### src/sv/smac_pkg.sv
`timescale 1ns / 1ps
// ----------------------------------------------------------------------------
// smac_pkg: shared types and helpers of the sliding mode angle controller
// Field widths, register indexes, sequencer states and the wide saturation
// helpers used by the core and its serial multiplier.
// ----------------------------------------------------------------------------
package smac_pkg;

  localparam int AngleW = 32;   // Q16.16 input and output words
  localparam int GainW  = 31;   // unsigned Q15.16 registers
  localparam int WideW  = 49;   // signed intermediates, +-(2^48 - 1)
  localparam int MagW   = 48;   // magnitude of an intermediate
  localparam int FracW  = 16;   // fraction bits
  localparam int CfgIdxW = 3;

  localparam logic [GainW-1:0] SurfaceSlopeRst  = 31'd1310720;
  localparam logic [GainW-1:0] ReachingGainRst  = 31'd7864320;
  localparam logic [GainW-1:0] ErrorDeadbandRst = 31'd66;
  localparam logic [GainW-1:0] DriveLimitRst    = 31'd1638400000;
  localparam logic [GainW-1:0] InertiaGainRst   = 31'd52429;
  localparam logic [GainW-1:0] SwitchingGainRst = 31'd32768;

  localparam logic signed [WideW:0]   SumLimPos = 50'sd281474976710655;
  localparam logic signed [WideW:0]   SumLimNeg = -50'sd281474976710655;
  localparam logic signed [WideW-1:0] OneQ16    = 49'sd65536;
  localparam logic signed [WideW-1:0] MinusOneQ16 = -49'sd65536;

  typedef enum logic [CfgIdxW-1:0] {
    CFG_SURFACE_SLOPE  = 3'd0,
    CFG_REACHING_GAIN  = 3'd1,
    CFG_ERROR_DEADBAND = 3'd2,
    CFG_DRIVE_LIMIT    = 3'd3,
    CFG_INERTIA_GAIN   = 3'd4,
    CFG_SWITCHING_GAIN = 3'd5
  } cfg_idx_e;

  typedef enum logic [2:0] {
    ST_IDLE,
    ST_DIFF,
    ST_CHECK,
    ST_LOAD,
    ST_MUL,
    ST_COMB,
    ST_DONE
  } state_e;

  // Products in the order the control law needs them
  typedef enum logic [2:0] {
    OP_SURF,    // C * error
    OP_DAMP,    // C * (velocity - rate)
    OP_SWITCH,  // epsilon * sat(s)
    OP_REACH,   // K * s
    OP_SCALE    // J * inner
  } op_e;

  typedef struct packed {
    logic             start;
    logic [GainW-1:0] gain;
    logic [MagW-1:0]  mag;
  } mul_req_t;

  typedef struct packed {
    logic            done;
    logic [MagW-1:0] prod;
  } mul_rsp_t;

  // Saturate a sum or difference to +-(2^48 - 1)
  function automatic logic signed [WideW-1:0] clampw(input logic signed [WideW:0] v);
    logic signed [WideW-1:0] r;
    if (v > SumLimPos) begin
      r = SumLimPos[WideW-1:0];
    end else if (v < SumLimNeg) begin
      r = SumLimNeg[WideW-1:0];
    end else begin
      r = v[WideW-1:0];
    end
    return r;
  endfunction

  // Boundary layer: clamp s to +-1.0
  function automatic logic signed [WideW-1:0] bsat(input logic signed [WideW-1:0] s);
    logic signed [WideW-1:0] r;
    if (s > OneQ16) begin
      r = OneQ16;
    end else if (s < MinusOneQ16) begin
      r = MinusOneQ16;
    end else begin
      r = s;
    end
    return r;
  endfunction

endpackage

### src/sv/sliding_mode_angle_controller_core.sv
`timescale 1ns / 1ps
// ----------------------------------------------------------------------------
// sliding_mode_angle_controller_core: sliding mode angle controller
// Deadband check, reference differencing, sliding surface with a boundary
// layer and a clamped drive, all in Q16.16 with 49-bit saturated intermediates.
// ----------------------------------------------------------------------------
//
//  channel   direction  tdata (low bit up)                        tuser
//  s_*       in         measured_angle, measured_rate, target     -
//  m_*       out        drive                                     in_deadband
//  cfg_*     in         write enable, register index, 31-bit data -
//
// One word is taken at a time: s_tready_o is high only while the sequencer is
// idle. Outside the deadband a word passes from accept to the result register
// through two differencing steps, five products and one finishing step; the
// bit-serial multiplier behind each product takes one gain bit per cycle.
// Inside the deadband the check skips the products and writes a zero drive.
// A result waiting on m_tready_i holds only the finishing step; the next word
// is accepted as soon as the result sits in the output register.
// Reset restores the register defaults and clears the reference history.
//
module sliding_mode_angle_controller_core (
  input  logic                           clk_i,
  input  logic                           rst_ni,
  // stream in: [31:0] measured_angle, [63:32] measured_rate, [95:64] target_angle
  input  logic                           s_tvalid_i,
  output logic                           s_tready_o,
  input  logic [3*smac_pkg::AngleW-1:0]  s_tdata_i,
  // stream out: [31:0] drive
  output logic                           m_tvalid_o,
  input  logic                           m_tready_i,
  output logic [smac_pkg::AngleW-1:0]    m_tdata_o,
  // [0] in_deadband
  output logic [0:0]                     m_tuser_o,
  // configuration writes
  input  logic                           cfg_we_i,
  input  logic [smac_pkg::CfgIdxW-1:0]   cfg_idx_i,
  input  logic [smac_pkg::GainW-1:0]     cfg_data_i
);

  localparam int AW = smac_pkg::AngleW;
  localparam int WW = smac_pkg::WideW;
  localparam int GW = smac_pkg::GainW;

  // Configuration registers
  logic [GW-1:0] slope_q, reach_q, deadband_q, drive_limit_q, inertia_q, switch_q;

  // Sequencer
  smac_pkg::state_e state_q, state_d;
  smac_pkg::op_e    op_q, op_d;

  // Working registers
  logic signed [AW-1:0] ang_q, ang_d, vel_q, vel_d, tgt_q, tgt_d;
  logic signed [AW:0]   err_q, err_d, rate_q, rate_d;
  logic signed [AW+1:0] accel_q, accel_d, vd_q, vd_d;
  logic signed [WW-1:0] s_q, s_d, inner_q, inner_d, prod_q, prod_d;
  logic                 neg_q, neg_d;
  logic signed [AW-1:0] res_drive_q, res_drive_d;
  logic                 res_db_q, res_db_d;

  // Reference history
  logic signed [AW-1:0] prev_tgt_q, prev_tgt_d;
  logic signed [AW:0]   tgt_rate_q, tgt_rate_d;

  // Output register
  logic                 out_valid_q, out_valid_d;
  logic [AW-1:0]        out_drive_q, out_drive_d;
  logic                 out_db_q, out_db_d;

  // Multiplier link and combinational helpers
  smac_pkg::mul_req_t   mul_req;
  smac_pkg::mul_rsp_t   mul_rsp;
  logic signed [WW-1:0] operand, operand_neg, prod_mag, lim_pos, lim_neg;
  logic signed [WW:0]   comb_sum;
  logic [AW:0]          abs_err;
  logic [GW-1:0]        gain_sel;

  smac_serial_mul u_mul (
    .clk_i  (clk_i),
    .rst_ni (rst_ni),
    .req_i  (mul_req),
    .rsp_o  (mul_rsp)
  );

  // Operand and gain for the current product
  always_comb begin
    case (op_q)
      smac_pkg::OP_SURF: begin
        operand  = {{(WW-AW-1){err_q[AW]}}, err_q};
        gain_sel = slope_q;
      end
      smac_pkg::OP_DAMP: begin
        operand  = {{(WW-AW-2){vd_q[AW+1]}}, vd_q};
        gain_sel = slope_q;
      end
      smac_pkg::OP_SWITCH: begin
        operand  = smac_pkg::bsat(s_q);
        gain_sel = switch_q;
      end
      smac_pkg::OP_REACH: begin
        operand  = s_q;
        gain_sel = reach_q;
      end
      smac_pkg::OP_SCALE: begin
        operand  = inner_q;
        gain_sel = inertia_q;
      end
      default: begin
        operand  = '0;
        gain_sel = '0;
      end
    endcase
  end

  assign operand_neg = -operand;
  assign prod_mag    = {1'b0, mul_rsp.prod};
  assign lim_pos     = {{(WW-GW){1'b0}}, drive_limit_q};
  assign lim_neg     = -lim_pos;
  assign abs_err     = err_q[AW] ? -err_q : err_q;

  // Sum for the step that follows each product
  always_comb begin
    case (op_q)
      smac_pkg::OP_SURF: comb_sum = {prod_q[WW-1], prod_q}
                                    + {{(WW-AW-1){vd_q[AW+1]}}, vd_q};
      smac_pkg::OP_DAMP: comb_sum = {{(WW-AW-1){accel_q[AW+1]}}, accel_q}
                                    - {prod_q[WW-1], prod_q};
      default:           comb_sum = {inner_q[WW-1], inner_q} - {prod_q[WW-1], prod_q};
    endcase
  end

  always_comb begin
    state_d     = state_q;
    op_d        = op_q;
    ang_d       = ang_q;
    vel_d       = vel_q;
    tgt_d       = tgt_q;
    err_d       = err_q;
    rate_d      = rate_q;
    accel_d     = accel_q;
    vd_d        = vd_q;
    s_d         = s_q;
    inner_d     = inner_q;
    prod_d      = prod_q;
    neg_d       = neg_q;
    res_drive_d = res_drive_q;
    res_db_d    = res_db_q;
    prev_tgt_d  = prev_tgt_q;
    tgt_rate_d  = tgt_rate_q;
    out_valid_d = out_valid_q;
    out_drive_d = out_drive_q;
    out_db_d    = out_db_q;
    mul_req     = '0;
    s_tready_o  = 1'b0;

    // drop the result once the sink takes it
    if (out_valid_q && m_tready_i) begin
      out_valid_d = 1'b0;
    end

    case (state_q)
      smac_pkg::ST_IDLE: begin
        s_tready_o = 1'b1;
        if (s_tvalid_i) begin
          ang_d   = s_tdata_i[AW-1:0];
          vel_d   = s_tdata_i[2*AW-1:AW];
          tgt_d   = s_tdata_i[3*AW-1:2*AW];
          state_d = smac_pkg::ST_DIFF;
        end
      end
      smac_pkg::ST_DIFF: begin
        err_d   = {ang_q[AW-1], ang_q} - {tgt_q[AW-1], tgt_q};
        rate_d  = {tgt_q[AW-1], tgt_q} - {prev_tgt_q[AW-1], prev_tgt_q};
        state_d = smac_pkg::ST_CHECK;
      end
      smac_pkg::ST_CHECK: begin
        if (abs_err < {2'b00, deadband_q}) begin
          // inside the deadband: zero drive, keep the history
          res_drive_d = '0;
          res_db_d    = 1'b1;
          state_d     = smac_pkg::ST_DONE;
        end else begin
          accel_d    = {rate_q[AW], rate_q} - {tgt_rate_q[AW], tgt_rate_q};
          vd_d       = {{2{vel_q[AW-1]}}, vel_q} - {rate_q[AW], rate_q};
          prev_tgt_d = tgt_q;
          tgt_rate_d = rate_q;
          op_d       = smac_pkg::OP_SURF;
          state_d    = smac_pkg::ST_LOAD;
        end
      end
      smac_pkg::ST_LOAD: begin
        // hand the magnitude to the multiplier, keep the sign here
        mul_req.start = 1'b1;
        mul_req.gain  = gain_sel;
        mul_req.mag   = operand[WW-1] ? operand_neg[WW-2:0] : operand[WW-2:0];
        neg_d         = operand[WW-1];
        state_d       = smac_pkg::ST_MUL;
      end
      smac_pkg::ST_MUL: begin
        if (mul_rsp.done) begin
          prod_d  = neg_q ? -prod_mag : prod_mag;
          state_d = smac_pkg::ST_COMB;
        end
      end
      smac_pkg::ST_COMB: begin
        state_d = smac_pkg::ST_LOAD;
        case (op_q)
          smac_pkg::OP_SURF: begin
            s_d  = smac_pkg::clampw(comb_sum);
            op_d = smac_pkg::OP_DAMP;
          end
          smac_pkg::OP_DAMP: begin
            inner_d = smac_pkg::clampw(comb_sum);
            op_d    = smac_pkg::OP_SWITCH;
          end
          smac_pkg::OP_SWITCH: begin
            inner_d = smac_pkg::clampw(comb_sum);
            op_d    = smac_pkg::OP_REACH;
          end
          smac_pkg::OP_REACH: begin
            inner_d = smac_pkg::clampw(comb_sum);
            op_d    = smac_pkg::OP_SCALE;
          end
          default: begin
            // final drive, clamped to the limit
            if (prod_q > lim_pos) begin
              res_drive_d = lim_pos[AW-1:0];
            end else if (prod_q < lim_neg) begin
              res_drive_d = lim_neg[AW-1:0];
            end else begin
              res_drive_d = prod_q[AW-1:0];
            end
            res_db_d = 1'b0;
            state_d  = smac_pkg::ST_DONE;
          end
        endcase
      end
      smac_pkg::ST_DONE: begin
        // hold until the output register is free
        if (!out_valid_q || m_tready_i) begin
          out_valid_d = 1'b1;
          out_drive_d = res_drive_q;
          out_db_d    = res_db_q;
          state_d     = smac_pkg::ST_IDLE;
        end
      end
      default: begin
        state_d = smac_pkg::ST_IDLE;
      end
    endcase
  end

  always_ff @(posedge clk_i or negedge rst_ni) begin
    if (!rst_ni) begin
      state_q       <= smac_pkg::ST_IDLE;
      op_q          <= smac_pkg::OP_SURF;
      out_valid_q   <= 1'b0;
      prev_tgt_q    <= '0;
      tgt_rate_q    <= '0;
      slope_q       <= smac_pkg::SurfaceSlopeRst;
      reach_q       <= smac_pkg::ReachingGainRst;
      deadband_q    <= smac_pkg::ErrorDeadbandRst;
      drive_limit_q <= smac_pkg::DriveLimitRst;
      inertia_q     <= smac_pkg::InertiaGainRst;
      switch_q      <= smac_pkg::SwitchingGainRst;
    end else begin
      state_q     <= state_d;
      op_q        <= op_d;
      out_valid_q <= out_valid_d;
      prev_tgt_q  <= prev_tgt_d;
      tgt_rate_q  <= tgt_rate_d;
      if (cfg_we_i) begin
        case (cfg_idx_i)
          smac_pkg::CFG_SURFACE_SLOPE:  slope_q       <= cfg_data_i;
          smac_pkg::CFG_REACHING_GAIN:  reach_q       <= cfg_data_i;
          smac_pkg::CFG_ERROR_DEADBAND: deadband_q    <= cfg_data_i;
          smac_pkg::CFG_DRIVE_LIMIT:    drive_limit_q <= cfg_data_i;
          smac_pkg::CFG_INERTIA_GAIN:   inertia_q     <= cfg_data_i;
          smac_pkg::CFG_SWITCHING_GAIN: switch_q      <= cfg_data_i;
          default: ;
        endcase
      end
    end
  end

  always_ff @(posedge clk_i) begin
    ang_q       <= ang_d;
    vel_q       <= vel_d;
    tgt_q       <= tgt_d;
    err_q       <= err_d;
    rate_q      <= rate_d;
    accel_q     <= accel_d;
    vd_q        <= vd_d;
    s_q         <= s_d;
    inner_q     <= inner_d;
    prod_q      <= prod_d;
    neg_q       <= neg_d;
    res_drive_q <= res_drive_d;
    res_db_q    <= res_db_d;
    out_drive_q <= out_drive_d;
    out_db_q    <= out_db_d;
  end

  assign m_tvalid_o   = out_valid_q;
  assign m_tdata_o    = out_drive_q;
  assign m_tuser_o[0] = out_db_q;

`ifndef SYNTHESIS
  // An accepted word always starts the differencing step
  a_accept_starts: assert property (@(posedge clk_i) disable iff (!rst_ni)
    s_tvalid_i && s_tready_o |=> state_q == smac_pkg::ST_DIFF)
    else $error("accepted word did not start the sequencer");

  // The multiplier finishes only while the sequencer waits on it
  a_mul_done_in_mul: assert property (@(posedge clk_i) disable iff (!rst_ni)
    mul_rsp.done |-> state_q == smac_pkg::ST_MUL)
    else $error("multiplier result outside the multiply step");

  // The reference history moves only out of the deadband check
  a_history_hold: assert property (@(posedge clk_i) disable iff (!rst_ni)
    state_q != smac_pkg::ST_CHECK |=> $stable(prev_tgt_q) && $stable(tgt_rate_q))
    else $error("reference history changed outside the deadband check");

  // A shown drive stays within the configured limit
  a_drive_in_limit: assert property (@(posedge clk_i) disable iff (!rst_ni)
    m_tvalid_o |-> ($signed(m_tdata_o) <= $signed({1'b0, drive_limit_q}))
                && ($signed(m_tdata_o) >= -$signed({1'b0, drive_limit_q})))
    else $error("drive beyond the limit");
`endif

endmodule

### src/sv/smac_serial_mul.sv
`timescale 1ns / 1ps
// ----------------------------------------------------------------------------
// smac_serial_mul: bit-serial gain by magnitude multiplier
// Walks the gain one bit per cycle, LSB first, with a shift-right accumulator.
// Returns floor(gain * mag / 2^16) saturated to 2^48 - 1.
// ----------------------------------------------------------------------------
module smac_serial_mul (
  input  logic                clk_i,
  input  logic                rst_ni,
  input  smac_pkg::mul_req_t  req_i,
  output smac_pkg::mul_rsp_t  rsp_o
);

  localparam int CntW = $clog2(smac_pkg::GainW + 1);
  localparam int QW   = smac_pkg::MagW + smac_pkg::GainW - smac_pkg::FracW;

  logic [smac_pkg::MagW-1:0]  acc_q, acc_d;
  logic [smac_pkg::MagW-1:0]  mag_q, mag_d;
  logic [smac_pkg::GainW-1:0] low_q, low_d;
  logic [smac_pkg::GainW-1:0] gsh_q, gsh_d;
  logic [CntW-1:0]            cnt_q, cnt_d;
  logic                       busy_q, busy_d;
  logic                       done_q, done_d;
  logic [smac_pkg::MagW:0]    sum;
  logic [QW-1:0]              quot;

  always_comb begin
    acc_d  = acc_q;
    mag_d  = mag_q;
    low_d  = low_q;
    gsh_d  = gsh_q;
    cnt_d  = cnt_q;
    busy_d = busy_q;
    done_d = 1'b0;
    sum    = {1'b0, acc_q} + (gsh_q[0] ? {1'b0, mag_q} : '0);
    if (req_i.start) begin
      acc_d  = '0;
      low_d  = '0;
      mag_d  = req_i.mag;
      gsh_d  = req_i.gain;
      cnt_d  = CntW'(smac_pkg::GainW);
      busy_d = 1'b1;
    end else if (busy_q) begin
      // add the partial product, shift one product bit out to the low word
      acc_d = sum[smac_pkg::MagW:1];
      low_d = {sum[0], low_q[smac_pkg::GainW-1:1]};
      gsh_d = {1'b0, gsh_q[smac_pkg::GainW-1:1]};
      cnt_d = cnt_q - 1'b1;
      if (cnt_q == CntW'(1)) begin
        busy_d = 1'b0;
        done_d = 1'b1;
      end
    end
  end

  always_ff @(posedge clk_i or negedge rst_ni) begin
    if (!rst_ni) begin
      busy_q <= 1'b0;
      done_q <= 1'b0;
      cnt_q  <= '0;
    end else begin
      busy_q <= busy_d;
      done_q <= done_d;
      cnt_q  <= cnt_d;
    end
  end

  always_ff @(posedge clk_i) begin
    acc_q <= acc_d;
    mag_q <= mag_d;
    low_q <= low_d;
    gsh_q <= gsh_d;
  end

  assign quot = {acc_q, low_q[smac_pkg::GainW-1:smac_pkg::FracW]};

  assign rsp_o.done = done_q;
  assign rsp_o.prod = (|quot[QW-1:smac_pkg::MagW]) ? '1 : quot[smac_pkg::MagW-1:0];

endmodule
### config.mk
export PLATFORM = sky130hd
export DESIGN_NAME = sliding_mode_angle_controller_core
export DESIGN_NICKNAME = d
export VERILOG_FILES = /design/src/sv/smac_pkg.sv /design/src/sv/sliding_mode_angle_controller_core.sv /design/src/sv/smac_serial_mul.sv
export SDC_FILE = /design/constraint.sdc
export NUM_CORES = 2
export LEC_CHECK = 0
export ABC_CLOCK_PERIOD_IN_PS = 11900
export BUFFER_PORTS_ARGS = -buffer_cell sky130_fd_sc_hd__clkbuf_2
export CORE_MARGIN = 2
export CORE_UTILIZATION = 50
export CTS_CLUSTER_SIZE = 25
export DETAILED_ROUTE_END_ITERATION = 12
export GPL_TIMING_DRIVEN = 0
export PLACE_DENSITY = 0.69
export RECOVER_POWER = 50
export SYNTH_ARGS = -nofsm -noshare
export SYNTH_HDL_FRONTEND = slang
export SYNTH_SLANG_ARGS = --single-unit
### constraint.sdc
create_clock -name clk_i -period 11.9 [get_ports clk_i]
set_input_delay 1.785 -clock clk_i [delete_from_list [all_inputs] [get_ports clk_i]]
set_output_delay 1.785 -clock clk_i [all_outputs]
set_load 0.01 [all_outputs]
# Yosys cells after proc, flatten, opt, wreduce, memory -nomap -nowiden
# Index checks and enable logic that the tools add are counted.
[word_totals] ff_bits=867 latchBits=0 ram_bits=0 romBits=0 inputBits=135 word_cells=149 mem_count=0
[classes] addsub=13 multipliers=0 div_mod_pow=0 order_cmp=7 eq_ne=23 n_shift=0 n_mux=44 bitwise=1 reduce_logical=27
[ops] op="49-bit case mux with 5 select lines" n=1
[ops] op="49-bit 2-to-1 mux" n=4
[ops] op="48-bit 2-to-1 mux" n=4
[ops] op="32-bit 2-to-1 mux" n=4
[ops] op="31-bit case mux with 4 select lines" n=1
[ops] op="50-bit case mux with 2 select lines" n=1
[ops] op="80-bit 2-to-1 mux" n=1
[ops] op="32-bit by 32-bit subtractor with 33-bit output" n=2
[ops] op="32-bit case mux with 2 select lines" n=1
[ops] op="31-bit 2-to-1 mux" n=2
[ops] op="49-bit by 34-bit adder with 50-bit output" n=1
[ops] op="50-bit by 49-bit greater-than comparator with 1-bit output, second input constant" n=1
[ops] op="50-bit by 49-bit less-than comparator with 1-bit output, second input constant" n=1
[ops] op="34-bit by 49-bit subtractor with 50-bit output" n=1
[ops] op="49-bit by 49-bit subtractor with 50-bit output" n=1
[ops] op="48-bit by 49-bit adder with 49-bit output" n=1
[ops] op="49-bit by 18-bit greater-than comparator with 1-bit output, second input constant" n=1
[ops] op="49-bit by 32-bit greater-than comparator with 1-bit output" n=1
[ops] op="49-bit by 17-bit less-than comparator with 1-bit output, second input constant" n=1
[ops] op="49-bit less-than comparator" n=1
[ops] op="31-bit negation with 49-bit output" n=1
[ops] op="48-bit negation with 49-bit output" n=1
[ops] op="48-bit negation" n=1
[ops] op="32-bit by 33-bit subtractor with 34-bit output" n=1
[ops] op="other kinds (31)" n=80

# Depth between registers and ports, before layout
[logic_depth] word_depth=8 ltp_mapped=29 depth_no_buf=25

# Cells and area by module
# From an unflattened synthesis, not the netlist that was laid out.
[unflattened] cells_unflattened=5724 area_unflattened_um2=55889.9
[by_module_without_submodules] module="sliding_mode_angle_controller_core" instances=1 cells_per_inst=4859 area_each_um2=47312.9 seq_area_each_um2=19819.0
[by_module_without_submodules] module="smac_serial_mul" instances=1 cells_per_inst=865 area_each_um2=8577.0 seq_area_each_um2=3808.7

# Worst setup path after synthesis
# No wires, ideal clock.
[synth_path] path_kind="input-to-reg" start="in s_tvalid_i" end="reg ang_q[0] (enable)" setup_ps=820 arrival_ps=11455 slack_ps=-375 stages=1 n_path_buf=0 cell_sequence="nor4b_1"
[synth_via] elab_chain_len=1
[synth_rtl] item="from (decl)" line_no="sliding_mode_angle_controller_core.sv:26" rtl="input logic s_tvalid_i,"
[synth_rtl] item="2-bit AND reduction (no source line)"
[synth_rtl] item="to (signal assigned)" line_no="sliding_mode_angle_controller_core.sv:287" rtl="ang_q <= ang_d;"
[synth_rtl] item="to (decl)" line_no="sliding_mode_angle_controller_core.sv:53" rtl="logic signed [AW-1:0] ang_q, ang_d, vel_q, vel_d, tgt_q, tgt_d;"
# Every way passes these cells.
# A chain may end at the register's enable or synchronous reset.

# Worst setup path in the final report
[layout_path] start="reg drive_limit_q[1]" end="reg res_drive_q[31] (data pin)"
[layout_via] elab_chain_len=6
[layout_rtl] item="from (decl)" line_no="sliding_mode_angle_controller_core.sv:46" rtl="logic [GW-1:0] slope_q, reach_q, deadband_q, drive_limit_q, inertia_q, switch_q;"
[layout_rtl] item="from (signal assigned)" line_no="sliding_mode_angle_controller_core.sv:263" rtl="drive_limit_q <= smac_pkg::DriveLimitRst;"
[layout_rtl] item="from (signal assigned)" line_no="sliding_mode_angle_controller_core.sv:277" rtl="smac_pkg::CFG_DRIVE_LIMIT: drive_limit_q <= cfg_data_i;"
[layout_rtl] item="31-bit negation with 49-bit output" line_no="sliding_mode_angle_controller_core.sv:118" rtl="assign lim_neg = -lim_pos;"
[layout_rtl] item="49-bit less-than comparator" line_no="sliding_mode_angle_controller_core.sv:228" rtl="end else if (prod_q < lim_neg) begin"
[layout_rtl] item="32-bit 2-to-1 mux" line_no="sliding_mode_angle_controller_core.sv:228"
[layout_rtl] item="32-bit 2-to-1 mux (*)" line_no="sliding_mode_angle_controller_core.sv:226" rtl="if (prod_q > lim_pos) begin"
[layout_rtl] item="32-bit 2-to-1 mux (*)" line_no="sliding_mode_angle_controller_core.sv:207" rtl="case (op_q)"
[layout_rtl] item="32-bit case mux with 2 select lines (*)" line_no="sliding_mode_angle_controller_core.sv:161" rtl="case (state_q)"
[layout_rtl] item="to (signal assigned)" line_no="sliding_mode_angle_controller_core.sv:298" rtl="res_drive_q <= res_drive_d;"
[layout_rtl] item="to (decl)" line_no="sliding_mode_angle_controller_core.sv:58" rtl="logic signed [AW-1:0] res_drive_q, res_drive_d;"
# Mark *: on every way between the ends. The rest lies on a longest branch, timed or not. The select of a mux whose other input is x is not followed.

==> flow_summary.json <==
{
  "start_util_pct": 50.4,
  "end_kind": "flop",
  "cts-root-buf": "clkbuf_16",
  "power_mw": 16.3,
  "setup_viol": 0,
  "ys_warn_count": 0,
  "htree_levels": 3,
  "dr_total_vias": 44600,
  "multiInputGateArea_um2": 29100,
  "fp.coreArea_um2": 109000,
  "rows": 121,
  "relSlewSlack_pct": -236,
  "clock_path_buffers": 3,
  "first_global_vias": 42100,
  "r2r-end": "res_drive_q[31]$_SDFFCE_PN0P_",
  "viasPerCell": 6.03,
  "grt_max_degree": 99,
  "synth_nets": 6147,
  "fillers": 9678,
  "comb_power_share_pct": 50.3,
  "crit_top_cell": "and3_1",
  "r2r-start": "drive_limit_q[1]$_DFFE_PN0P_",
  "placed_cell_area_um2": 57900,
  "preCtsSetupSlack_ns": 3.43,
  "cts_resized": 0,
  "gp_congestion": 1.03,
  "critPathKind": "flop to flop",
  "syn2layout_area_growth_pct": 11.0,
  "cpLargestDelayFamily": "simple AND/OR/NAND/NOR gates",
  "synth_edf_count": 523,
  "rsz0062_at_grt": "no",
  "slowest_stage": "nor3_1",
  "p_leak_nw": 25.6,
  "final_common_cell": "edfxtp_1",
  "reg2reg_setup_slack_ns": 3.14,
  "ys_async_sr_fraction_pct": 31.1,
  "slew_viol_final": 217,
  "violations": "max-capacitance violations, max-slew violations",
  "finalInstanceArea_um2": 60900,
  "switching_share_pct": 42.7,
  "setup_ws_ns": 3.14,
  "final_nets": 6433,
  "power.internal_mw": 9.31,
  "synthFlopType": "edfxtp_1",
  "first_iter_violations": 4109,
  "cts_buffers": 96,
  "drive_gt1_share_pct": 9.23,
  "antenna_found_initial": 4,
  "skew_ns": 0.0736,
  "clock_latency_ns": 0.71,
  "grt_pass1_wl_um": 255000,
  "p_switching_mw": 6.95,
  "crit_required_ns": 12.28,
  "seq_area_frac_synth_pct": 43.1,
  "overflow": 0,
  "startpoint_type": "flop",
  "antenna_left": 0,
  "drv_cap": 6,
  "cts_hold_buf": 0,
  "dr.pass1.iters": 6,
  "peakVddDrop_mv": 0.170,
  "seqCellArea_um2": 23600,
  "cts_tree": "yes",
  "startpoint": "drive_limit_q[1]$_DFFE_PN0P_",
  "syn_area_per_cell_um2": 9.77,
  "synth_area_um2": 54800,
  "crit_arrival_ns": 9.15,
  "clkPwrFrac_pct": 18.3,
  "tightest_slew_ns": 5.05,
  "powerDensity_nw_per_um2": 267,
  "ys_types": 96,
  "cts.sinks": 851,
  "hold_viol_final": 0,
  "cp_max_fo": 10,
  "critPathBufInv": 4,
  "dpl.hpwl_um": 138000,
  "fmax_ghz": 0.114,
  "path_depth": 27,
  "yosysTopAreaCell": "edfxtp_1",
  "final_cell_mix": "edfxtp_1, nor2_1, nand2_1",
  "fp.dieArea_um2": 112000,
  "wl_per_cell_um": 23.2,
  "period_needed_ns": 8.76,
  "yosys.area.top_type_share_pct": 28.6,
  "fin_setup_tns_ns": 0,
  "seq_power_share_pct": 31.4,
  "synth-seq-cells": 851,
  "min_period_over_period_pct": 73.6,
  "postCtsSetupRepairBufs": 0,
  "port_buffers": 169,
  "syn-instance-count": 5613,
  "status": "complete, but fails checks",
  "yosys-top-cells-area": "edfxtp_1, dfrtp_1, ha_1, mux2i_1, xnor2_1",
  "drc_errors": 0,
  "io_pins": 170,
  "die_y_um": 335,
  "cp_slowest_stage_delay_ns": 0.85,
  "wirelength_um": 172000,
  "min_path_type": "flop to flop",
  "die_w_um": 335,
  "track_usage_pct": 29.9,
  "clk_pin_slew_ns": 0.06,
  "crit_path_end": "res_drive_q[31]$_SDFFCE_PN0P_",
  "worstRegToRegCells": 27
}
routing by layer:
layer / up-vias / track usage (%) / share of wire, % / wire, um
met5: - / 0 / 0 / 0
met4: 0 / 13.0 / 4.7 / 8120
met2: 1624 / 47.6 / 45 / 77700
li1: 21000 / - / - / -
met1: 21600 / 41.4 / 44 / 75100
met3: 328 / 3.38 / 6.4 / 11000
power groups by stage:
stage | clock network, mW | logic (mW) | registers [mW]
after global placement | 0 | 7.85 | 5.17
after detailed placement | 0 | 8.06 | 5.13
after CTS | 3.01 | 8.11 | 5.08
after global routing | 3.13 | 9.01 | 5.17
after floorplan | 0 | 5.98 | 4.83
final | 2.97 | 8.19 | 5.10
synth_stat cells (all sizes together), types with 63 or more instances:
library cell  number
ha               392
nor2b             80
clkbuf           184
nand3             81
nor3             111
o21ai            357
a21o             172
inv              336
mux2i            203
and2              71
edfxtp           523
dfrtp            241
a21oi            395
nand2            440
dfxtp             63
a211oi           102
nor2             482
xor2              99
xnor2            227
mux2             162
nand4             70
flip-flops by register name, summed over array words and instances (netlist names), 34 cells and up:
name         count
accel_q         34
u_mul.acc_q     48
vd_q            34
prod_q          49
s_q             49
inner_q         49
u_mul.mag_q     48
metrics by stage:
step	std cells	utilization (%)	hold slack (ns)
after floorplan	5613	-	0.400
after global routing	7396	55.9	0.411
after global placement	7196	52.8	0.403
after detailed placement	7215	53.2	0.405
final	7400	55.9	0.399
after CTS	7396	56.1	0.400
layout make-up:
class | count | share of cell area, %
Tap cell | 1414 | 2.91
Clock inverter | 67 | 1.05
Timing Repair Buffer | 188 | 1.68
Multi-Input combinational cell | 4192 | 47.7
Inverter | 336 | 2.07
Antenna cell | 4 | 0.0164
Sequential cell | 851 | 38.8
Clock buffer | 114 | 4.19
Buffer | 234 | 1.51
cell families after synthesis:
family	Yosys count	share of synthesized area [%]
compound gates	1445	16.7
simple gates	1624	14.2
buf+inv	570	3.98
fa+ha+maj	432	9.80
flops	851	43.1
mux	365	7.03
xor+xnor	326	5.21
worst min-delay path by stage:
stage	start	end	slack [ns]	cells past startpoint
5_1_grt	res_drive_q[26]$_SDFFCE_PN0P_	m_tdata_o[26]$_DFFE_PP_	0.41	0
3_5_place_dp	res_drive_q[11]$_SDFFCE_PN0P_	m_tdata_o[11]$_DFFE_PP_	0.40	0
3_3_place_gp	res_drive_q[27]$_SDFFCE_PN0P_	m_tdata_o[27]$_DFFE_PP_	0.40	0
6_report	res_drive_q[26]$_SDFFCE_PN0P_	m_tdata_o[26]$_DFFE_PP_	0.40	0
4_1_cts	res_drive_q[26]$_SDFFCE_PN0P_	m_tdata_o[26]$_DFFE_PP_	0.40	0
2_1_floorplan	res_drive_q[0]$_SDFFCE_PN0P_	m_tdata_o[0]$_DFFE_PP_	0.40	0
No activity file was read; power rests on OpenSTA's default activity.
